$ cat config.mk
export PLATFORM = sky130hd
export DESIGN_NAME = imrs_mac
export DESIGN_NICKNAME = d
export VERILOG_FILES = /design/src/rtl/core/imrs_pkg.sv /design/src/rtl/core/imrs_mac.sv
export SDC_FILE = /design/constraint.sdc
export NUM_CORES = 2
export LEC_CHECK = 0
export BUFFER_PORTS_ARGS = -buffer_cell sky130_fd_sc_hd__buf_2
export CORE_ASPECT_RATIO = 0.6
export CORE_MARGIN = 4
export CORE_UTILIZATION = 30
export CTS_CLUSTER_SIZE = 10
export DETAILED_ROUTE_END_ITERATION = 8
export MAX_ROUTING_LAYER = met4
export SLEW_MARGIN = 20
export SYNTH_ARGS = -nofsm -noshare
export SYNTH_HDL_FRONTEND = slang
export SYNTH_SLANG_ARGS = --single-unit
$ cat constraint.sdc
create_clock -name clk -period 27.2 [get_ports clk]
set_clock_uncertainty 0.05 [all_clocks]
set_input_delay 0 -clock clk [delete_from_list [all_inputs] [get_ports clk]]
set_output_delay 0 -clock clk [all_outputs]
set_load 0.02 [all_outputs]
$ cat src/rtl/core/imrs_pkg.sv
// ----------------------------------------------------------------------------
// imrs_pkg
// Shared types, constants and the Catmull-Rom weight function of the scaler.
// ----------------------------------------------------------------------------
package imrs_pkg;

  localparam int DVD_W = 25;
  localparam int DVS_W = 13;
  localparam int POS_W = 25;
  localparam int WGT_W = 18;

  localparam logic [2:0] REG_IN_WIDTH    = 3'd0;
  localparam logic [2:0] REG_IN_HEIGHT   = 3'd1;
  localparam logic [2:0] REG_OUT_WIDTH   = 3'd2;
  localparam logic [2:0] REG_OUT_HEIGHT  = 3'd3;
  localparam logic [2:0] REG_MAX_VALUE   = 3'd4;
  localparam logic [2:0] REG_FILTER_KIND = 3'd5;

  localparam logic MODE_LOAD = 1'b0;
  localparam logic MODE_EMIT = 1'b1;

  localparam logic FILTER_BILINEAR = 1'b0;
  localparam logic FILTER_BICUBIC  = 1'b1;

  typedef struct packed {
    logic       valid;
    logic [1:0] i;
    logic [1:0] j;
    logic       last_i;
    logic       last;
  } tap_t;

  function automatic logic signed [WGT_W-1:0] cubic_weight(
    input logic [1:0]  k,
    input logic [15:0] u,
    input logic [31:0] u2,
    input logic [47:0] u3
  );
    logic signed [55:0] t1;
    logic signed [55:0] t2;
    logic signed [55:0] t3;
    logic signed [55:0] n;
    logic signed [55:0] r;
    t1 = $signed({8'd0, u, 32'd0});
    t2 = $signed({8'd0, u2, 16'd0});
    t3 = $signed({8'd0, u3});
    case (k)
      2'd0:    n = -t3 + (t2 + t2) - t1;
      2'd1:    n = (t3 + t3 + t3) - ((t2 <<< 2) + t2) + (56'sd1 <<< 49);
      2'd2:    n = -(t3 + t3 + t3) + (t2 <<< 2) + t1;
      default: n = t3 - t2;
    endcase
    r = (n + (56'sd1 <<< 32)) >>> 33;
    return r[WGT_W-1:0];
  endfunction

endpackage

$ cat src/rtl/core/imrs_mac.sv
// ----------------------------------------------------------------------------
// imrs_mac
// Multiply-accumulate unit: horizontal tap sums, then weighted row sums.
// ----------------------------------------------------------------------------
module imrs_mac (
  input  logic                                clk,
  input  logic                                rst,
  input  imrs_pkg::tap_t                      tap,
  input  logic [15:0]                         pix,
  input  logic signed [imrs_pkg::WGT_W-1:0]   wx [4],
  input  logic signed [imrs_pkg::WGT_W-1:0]   wy [4],
  output logic signed [63:0]                  sum,
  output logic                                done
);

  logic signed [36:0] h_acc;
  logic signed [34:0] prod;
  logic signed [54:0] row_prod;
  logic               row_flag;
  logic               row_last;
  logic [1:0]         row_j;

  assign prod     = wx[tap.i] * $signed({1'b0, pix});
  assign row_prod = wy[row_j] * h_acc;

  always_ff @(posedge clk) begin
    if (rst) begin
      row_flag <= 1'b0;
      row_last <= 1'b0;
      done     <= 1'b0;
    end else begin
      row_flag <= tap.valid && tap.last_i;
      row_last <= tap.valid && tap.last;
      done     <= row_flag && row_last;
    end
    if (tap.valid) begin
      h_acc <= (tap.i == 2'd0) ? 37'(prod) : h_acc + 37'(prod);
      row_j <= tap.j;
    end
    if (row_flag) begin
      sum <= (row_j == 2'd0) ? 64'(row_prod) : sum + 64'(row_prod);
    end
  end

endmodule

==> metrics <==
FF-to-FF path depth 33; ranking of synthesized cells by instance count sky130_fd_sc_hd__inv_1, sky130_fd_sc_hd__fa_1, sky130_fd_sc_hd__nand2_1; HPWL Detailed roughly 100 mm; Seq/Total Area, Yosys 0.0716; violation count after the first detailed-routing iteration approximately 2.5k; Synth async-reset ratio 0; buffer type at the clock tree root sky130_fd_sc_hd__clkbuf_16; terminus of the critical flop-to-flop path sum[62]; share of layout cells above drive strength 1 0.0712; Post-CTS Resized 0; floorplan die height 305 µm; largest cells by area after synthesis sky130_fd_sc_hd__fa_1, sky130_fd_sc_hd__inv_1, sky130_fd_sc_hd__ha_1, sky130_fd_sc_hd__edfxtp_1, sky130_fd_sc_hd__nand2_1; vias per std cell 4.81; pin count of the biggest net entering global routing 55; Slew Limit Headroom 0.222; grt met3 use 0.0274; post-layout min period ~12000 ps; post-cts hold buffer count 5; dominant cell by count in the synthesized netlist sky130_fd_sc_hd__inv_1; final wirelength ~120 mm; mean instance size in the synthesized netlist between 8 and 9 µm²; CP Max Fanout 37; antenna violations before repair 3; buffers inserted by post-CTS timing repair 0; cell taking the most area after synthesis sky130_fd_sc_hd__fa_1; Achievable Freq roughly 83 MHz; antenna-violating nets left 0; Worst setup EP type flip-flop; critical path buffer and inverter count 3; total count of max-transition violations in the final report 0; TritonCTS clock tree done; setup TNS after final layout 0 ps; result of the run finished, final reports clean; busiest metal layer after global routing met1; TritonCTS Buffers 9; post-synthesis cell count between 4k and 5k; final setup violating endpoints 0; met1 Use GR 0.256; Final Net Count 6422; family with the most delay on the worst path compound AO/OA/AOI/OAI gates; GP Congestion 0.913; Overall Global Routing Usage 0.167; post-synth top area share 0.422; Max Root-Sink Buffers 2; horizontal die dimension a little over 500 µm; Worst-Skew Late Latency 430 ps; global-route wire length before repair approximately 200 mm; Least-Margin Pin Slew 1170 ps; required time of the critical path about 27000 ps; via total after detailed routing about 33k; hold path startpoint tap[6]; placeable core region 145000 µm²; Yosys warning total 0; Post-route DRC 0; kind of start point of the critical path flip-flop; Reg-to-Reg Start row_j[1]; Hold Path Depth 3; signed area change from the synthesized netlist to the final layout 7.39%; full die area roughly 150000 µm²; deepest level of the CTS H-tree 3; Post-synth EDFFs ~100; M2 GR Usage 0.235; maxcap violations 0; iteration count of the initial detailed-routing pass 5; vias in the first global route 34.1k; register-to-register path setup slack between 15000 and 20000 ps; number of hold violations in the final report 0; Slowest cell on crit path sky130_fd_sc_hd__mux4_2; number of cell rows 108; Reg clk slew, reported paths ~90 ps; most used cell along the critical path sky130_fd_sc_hd__fa_1; global route total overflow 0; leading register cell type out of synthesis sky130_fd_sc_hd__edfxtp_1; delay contributed by the slowest stage of the critical path 1040 ps; Worst Hold Class input port to flip-flop; number of storage elements in the synthesis netlist between 100 and 150; Post-Synthesis Cell Area between 40000 and 50000 µm²; starting utilization of the core area 0.303; unrepaired setup endpoints after global routing no; distinct cell type count after synthesis 76; endpoint with the worst hold slack row_flag; average wire per cell in the routed design 17.7 µm; part of the cycle the worst path needs 0.441; Boundary Pins between 200 and 250; nets in the synthesized netlist approximately 6.4k; CP arrival 12130 ps; CTS sink count 106; Worst Setup Path Type flip-flop to flip-flop; number of port buffers 233
## worst max path at each step
stage	to	slack, ps	depth (start not counted)	from
3_5_place_dp	sum[62]	15630	33	row_j[1]
5_1_grt	sum[62]	14570	35	row_j[0]
2_1_floorplan	sum[61]	17150	38	row_j[0]
4_1_cts	sum[62]	15550	33	row_j[1]
6_report	sum[62]	15200	33	row_j[1]
3_3_place_gp	sum[62]	15640	35	row_j[0]
## through the flow
step	instances	area (µm²)	util	hold slack (ps)	setup slack (ps)
finish	6930	47300	0.326	224	15200
CTS	6928	47300	0.326	223	15550
global route	6930	47300	0.326	232	14570
detailed placement	6907	46900	0.323	140	15630
global placement	6907	46900	0.323	132	15640
floorplan	4952	44000	-	21.5	17150
## worst register-to-register path, delay by kind of cell, from the launching register on
kind                       cells  cell delay (ps)
muxes                          2             1190
DFF                            1              970
and+or+nand+nor                8             1480
AOI/OAI and AO/OA             11             3920
adders and majority gates      8             3750
buffers and inverters          3              140
xor gates and xnor gates       1              260
## kinds of logic after synthesis
group                    share of synthesized area
AND/OR/NAND/NOR                              0.150
buffers and inverters                        0.113
adder cells (fa/ha/maj)                      0.515
AO/OA/AOI/OAI                               0.0925
XOR/XNOR                                    0.0368
flip-flops                                  0.0716
multiplexers                                0.0222
## sequential cells by signal, indices dropped and copies added (netlist names)
name,flops
h_acc,37
row_j,2
done,1
row_flag,1
row_last,1
sum,64
## cell usage in the layout, fill, tap and decap left out, drive strengths merged, types with 9 or more instances in the layout
cell,count
a211o,9
a211oi,20
a21o,118
a21oi,228
a31oi,25
and2,368
and3,19
buf,254
clkbuf,9
edfxtp,103
fa,928
ha,327
inv,1097
mux2,14
mux4,35
nand2,692
nand2b,13
nand3,38
nand4,24
nor2,155
nor2b,19
nor3,29
o211ai,14
o21a,21
o21ai,118
o21bai,34
or2,9
xnor2,119
xor2,66
## final cells by class
class | instances | area (µm²)
diodes | 2 | 5.00
repair buffers | 259 | 1370
flip-flops and latches | 106 | 3150
clock buffers | 9 | 225
well taps | 1925 | 2410
inverters | 1094 | 4110
fillers | 15200 | 97800
multi-input cells | 3528 | 35900
clock inverters | 7 | 73.8
## per-layer routing
layer,wire length (µm),share of wire
met5,0,0
met1,60600,0.49
met3,8480,0.069
met4,1560,0.013
met2,52200,0.42
Power is not shown: default switching activity piles up to over one toggle a cycle in this logic, so the estimate is an artifact.
