`config.mk`:
```
export PLATFORM = sky130hd
export DESIGN_NAME = imrs_div
export DESIGN_NICKNAME = d
export VERILOG_FILES = /design/src/rtl/core/imrs_pkg.sv /design/src/rtl/core/imrs_div.sv
export SDC_FILE = /design/constraint.sdc
export NUM_CORES = 1
export LEC_CHECK = 0
export BUFFER_PORTS_ARGS = -buffer_cell sky130_fd_sc_hd__clkbuf_2
export CAP_MARGIN = 20
export CORE_MARGIN = 1.5
export CORE_UTILIZATION = 50
export CTS_BUF_LIST = sky130_fd_sc_hd__clkbuf_4 sky130_fd_sc_hd__clkbuf_8
export CTS_CLUSTER_SIZE = 30
export DETAILED_ROUTE_END_ITERATION = 7
export GPL_ROUTABILITY_DRIVEN = 0
export HOLD_SLACK_MARGIN = 0.12
export PLACE_DENSITY = 0.86
export SETUP_SLACK_MARGIN = 0.05
export SLEW_MARGIN = 20
export SYNTH_ARGS = -nofsm -noshare
export SYNTH_HDL_FRONTEND = slang
export SYNTH_SLANG_ARGS = --single-unit
```
`constraint.sdc`:
```
create_clock -name clk -period 5.5 [get_ports clk]
set_input_delay 1.375 -clock clk [delete_from_list [all_inputs] [get_ports clk]]
set_output_delay 1.375 -clock clk [all_outputs]
set_load 0.005 [all_outputs]
```
`src/rtl/core/imrs_pkg.sv`:
```
// ----------------------------------------------------------------------------
// imrs_pkg
// Shared types, constants and the Catmull-Rom weight function of the scaler.
// ----------------------------------------------------------------------------
package imrs_pkg;

  localparam int DVD_W = 25;
  localparam int DVS_W = 13;
  localparam int POS_W = 25;
  localparam int WGT_W = 18;

  localparam logic [2:0] REG_IN_WIDTH    = 3'd0;
  localparam logic [2:0] REG_IN_HEIGHT   = 3'd1;
  localparam logic [2:0] REG_OUT_WIDTH   = 3'd2;
  localparam logic [2:0] REG_OUT_HEIGHT  = 3'd3;
  localparam logic [2:0] REG_MAX_VALUE   = 3'd4;
  localparam logic [2:0] REG_FILTER_KIND = 3'd5;

  localparam logic MODE_LOAD = 1'b0;
  localparam logic MODE_EMIT = 1'b1;

  localparam logic FILTER_BILINEAR = 1'b0;
  localparam logic FILTER_BICUBIC  = 1'b1;

  typedef struct packed {
    logic       valid;
    logic [1:0] i;
    logic [1:0] j;
    logic       last_i;
    logic       last;
  } tap_t;

  function automatic logic signed [WGT_W-1:0] cubic_weight(
    input logic [1:0]  k,
    input logic [15:0] u,
    input logic [31:0] u2,
    input logic [47:0] u3
  );
    logic signed [55:0] t1;
    logic signed [55:0] t2;
    logic signed [55:0] t3;
    logic signed [55:0] n;
    logic signed [55:0] r;
    t1 = $signed({8'd0, u, 32'd0});
    t2 = $signed({8'd0, u2, 16'd0});
    t3 = $signed({8'd0, u3});
    case (k)
      2'd0:    n = -t3 + (t2 + t2) - t1;
      2'd1:    n = (t3 + t3 + t3) - ((t2 <<< 2) + t2) + (56'sd1 <<< 49);
      2'd2:    n = -(t3 + t3 + t3) + (t2 <<< 2) + t1;
      default: n = t3 - t2;
    endcase
    r = (n + (56'sd1 <<< 32)) >>> 33;
    return r[WGT_W-1:0];
  endfunction

endpackage

```
`src/rtl/core/imrs_div.sv`:
```
// ----------------------------------------------------------------------------
// imrs_div
// Restoring divider, one quotient bit per cycle, for the source step sizes.
// ----------------------------------------------------------------------------
module imrs_div (
  input  logic                        clk,
  input  logic                        rst,
  input  logic                        start,
  input  logic [imrs_pkg::DVD_W-1:0]  dividend,
  input  logic [imrs_pkg::DVS_W-1:0]  divisor,
  output logic                        done,
  output logic [imrs_pkg::DVD_W-1:0]  quot,
  output logic [imrs_pkg::DVS_W-1:0]  rem
);

  localparam int CW = $clog2(imrs_pkg::DVD_W + 1);

  logic [imrs_pkg::DVS_W:0]   rem_r;
  logic [imrs_pkg::DVD_W-1:0] quo_r;
  logic [CW-1:0]              cnt;
  logic                       busy;
  logic [imrs_pkg::DVS_W:0]   rem_sh;
  logic [imrs_pkg::DVS_W:0]   rem_sub;
  logic                       fits;

  assign rem_sh  = {rem_r[imrs_pkg::DVS_W-1:0], quo_r[imrs_pkg::DVD_W-1]};
  assign fits    = rem_sh >= {1'b0, divisor};
  assign rem_sub = rem_sh - {1'b0, divisor};

  always_ff @(posedge clk) begin
    if (rst) begin
      busy <= 1'b0;
      done <= 1'b0;
      cnt  <= '0;
    end else begin
      done <= 1'b0;
      if (start) begin
        busy  <= 1'b1;
        cnt   <= CW'(imrs_pkg::DVD_W);
        rem_r <= '0;
        quo_r <= dividend;
      end else if (busy) begin
        rem_r <= fits ? rem_sub : rem_sh;
        quo_r <= {quo_r[imrs_pkg::DVD_W-2:0], fits};
        cnt   <= cnt - 1'b1;
        if (cnt == CW'(1)) begin
          busy <= 1'b0;
          done <= 1'b1;
        end
      end
    end
  end

  assign quot = quo_r;
  assign rem  = rem_r[imrs_pkg::DVS_W-1:0];

endmodule

```
==> key figures <==
STA
  • Endpoints failing setup: 0
  • Slew headroom: around three fifths
  • Post-Route Hold Slack: around 0.54 ns
  • RSZ-0062 raised after global routing: false
  • Final-report max-slew violation count: 0
  • Fin. Hold Viols: 0
  • Fmax: 0.2879 GHz
  • Min cycle time layout: 3.473 ns
  • Setup TNS: 0 ns
  • Slew at the pin closest to its max-slew limit: 0.5893 ns
  • Post-Route Skew: 0.005801 ns
  • Fin crit share: 63.15%

Finish
  • Signed area change from the synthesized netlist to the final layout: 19.78%
  • Fraction of final layout cells sized beyond drive strength 1: 39.94%
  • Post-route cell area: 3213 um^2
  • Total Nets Final: 364
  • Share of the core filled with cells in the final layout: 62.51%
  • Ant. Diodes: 0

Logic synthesis
  • Number of distinct library cells after synthesis: 48
  • Number of flops mapped to enable cells by yosys: 38
  • Total standard cell area after synthesis: 2683 um^2
  • Share of the yosys chip area belonging to registers: 47.76%
  • Cell taking the most area after synthesis: edfxtp_1
  • Mean instance size in the synthesized netlist: 11.71 um^2
  • Count of warnings emitted by yosys: 0
  • Dominant register cell in the synthesized netlist: edfxtp_1
  • Leading cell types by total area after synthesis: edfxtp_1 (43%), mux2_2 (10%), ha_1 (7.0%), dfxtp_1 (5.2%), a21oi_1 (2.8%)
  • Proportion of synthesized flip-flops having asynchronous set or reset: 0%
  • Net count after synthesis: 286
  • Synth Instances: ~230
  • Area share of the largest cell type after synthesis: around 43%
  • Number of register bits inferred by synthesis: 45

Clock tree
  • Clock transition time at the flip-flop clock pins of the worst setup and hold paths: 0.08 ns
  • Buffer count from post-CTS setup fixing: 0
  • Clock buffer depth: 2
  • H-tree depth reported by CTS: 2
  • Post_cts resized: 0
  • Total CTS buffers: 5
  • Number of hold-repair buffers added at the cts stage: 0
  • Library cell used as clock root buffer: clkbuf_8
  • Number of clock sinks: 45
  • Clock Latency Late Sink: 0.29 ns
  • CTS tree: built

Drt
  • DR iter-0 viols: 122
  • Post-route antenna net violation count: 0
  • Vias after detailed routing: approximately 2000
  • Final wirelength: around 5400 um
  • Per-cell routed wire length: 14.18 um
  • Via density per instance: 5.389
  • DRC violations left: 0
  • Number of detailed-routing iterations run before antenna repair: 4

Floorplan
  • Chip Width: 76.25 um
  • Core ar.: 5140 um^2
  • Full die area: 5813 um^2
  • Die height: 76.25 um
  • Initial core utilization: approximately 52%
  • Standard-cell row count: 26
  • I/O pin count: 80

Critical path
  • Classification of the worst setup path: input port to register
  • Highest net fanout along the worst path: 20
  • Required time at the endpoint of the critical path: 5.53 ns
  • R2r worst-path depth: 9
  • Worst path arrival time: 3.50 ns
  • Kind of start point of the critical path: input port
  • Critical path endpoint category: register

Global routing
  • Largest net degree at the start of global routing: 42
  • Wire length of the first global-routing pass: 8818 um
  • Remaining Overflow, GRT: 0
  • Antenna violations before repair: 0
  • Via count of the first global-routing pass: 1916
  • Overall global routing resource usage: approximately a fifth

Pwr
  • Power density normalized to cell area: 267.2 nW/um^2
  • Final Power: 858.4 uW
  • Standby leakage power: 0.001361 uW
  • Maximum ir drop on the vdd rail: 0.1787 mV

Placement
  • HPWL reported at the end of detailed placement: 3886 um
  • IO Port Bufs: 79
  • Post-place instance area: 3094 um^2

Hold path
  • Tightest Hold Check Type: register to register
  • Cell depth of the worst min-delay path: 2

Status
  • Status: finished, final reports clean

Job
  • Max-cap viol count: 0
state kept, by name (all words and copies together), names as in the netlist:
| register | flops |
|---|---|
| quot | 25 |
| done | 1 |
| busy | 1 |
| rem_r | 13 |
| cnt | 5 |
cell type report:
cell class	count	area, um^2
clock buffer	6	76.32
clock inverter	2	15.01
fill	430	1927
inverter	20	75.07
multi-input combinational	154	1247
sequential	45	1281
tap	70	87.58
timing repair buffer	81	430.4
worst paths after layout:
| path | endpoint | slack (ns) | start |
|---|---|---|---|
| max | rem_r[6]$_SDFFCE_PP0P_ | 2.03 | divisor[0] |
| min | cnt[1]$_SDFFE_PP0P_ | 0.54 | cnt[1]$_SDFFE_PP0P_ |
| max reg2reg | rem_r[6]$_SDFFCE_PP0P_ | 2.77 | quot[24]$_DFFE_PP_ |
| min reg2reg | cnt[1]$_SDFFE_PP0P_ | 0.54 | cnt[1]$_SDFFE_PP0P_ |
metrics by stage:
stage | setup slack [ns] | instances
finish | 2.027 | 378
global route | 1.845 | 378
global placement | 1.756 | 369
floorplan | 1.619 | 229
CTS | 2.029 | 377
detailed placement | 1.718 | 369
cell usage in the layout (no fill, tap or decap), drive strengths merged, types with 3 or more instances in the layout:
cell	instances
nand4	6
nand3	4
dfxtp	7
edfxtp	38
xnor2	8
mux2	25
a211oi	7
clkbuf	85
xor2	3
nor2	16
nand2	7
o21ai	11
ha	15
inv	19
mux2i	5
a21oi	15
o21a	3
cell families after synthesis:
kind of cell | after synthesis | synth area share, %
simple gates | 46 | 9.376
fa+ha+maj | 16 | 7.743
mux | 30 | 12.36
compound gates | 51 | 13.15
buf+inv | 30 | 6.017
flops | 45 | 47.76
xor+xnor | 11 | 3.592
report_power, final:
group	leakage, uW	switching, uW	total, uW	internal, uW
clock	0.0000408	111	206	94.5
combinational	0.000897	119	227	108
sequential	0.000423	19.8	426	406
total	0.00136	250	858	608
critical path: stages:
cell and delay [ns]:
clkbuf_2 0.08, ha_1 0.21, fa_1 0.41, nand2b_1 0.18
a211o_1 0.27, a211o_1 0.33, nand3_2 0.36, mux2i_1 0.24
nor2_1 0.06
layer usage:
metal	GRT usage (%)	wire, um	vias up
li1	-	-	1014
met1	25.12	2486	944
met2	30.54	2514	77
met3	4.671	328	2
met4	5.556	31	0
met5	0	0	-
synth_stat cells, types with 2 or more instances:
library cell / instances
o21ai_1: 2
buf_6: 3
inv_1: 19
a21oi_1: 15
nand3_1: 3
a211o_1: 2
a2111oi_0: 2
nor3_1: 2
nand2_1: 7
o22ai_1: 2
ha_1: 15
clkbuf_8: 2
a211oi_2: 5
xnor2_1: 8
nand4_1: 5
nor4b_1: 2
o21a_1: 3
o21ai_0: 9
dfxtp_1: 7
clkbuf_1: 4
nor2_1: 16
edfxtp_1: 38
xor2_1: 3
mux2_2: 25
or3_1: 2
a211oi_1: 2
mux2i_1: 5
No activity file was read; power rests on OpenSTA's default activity.
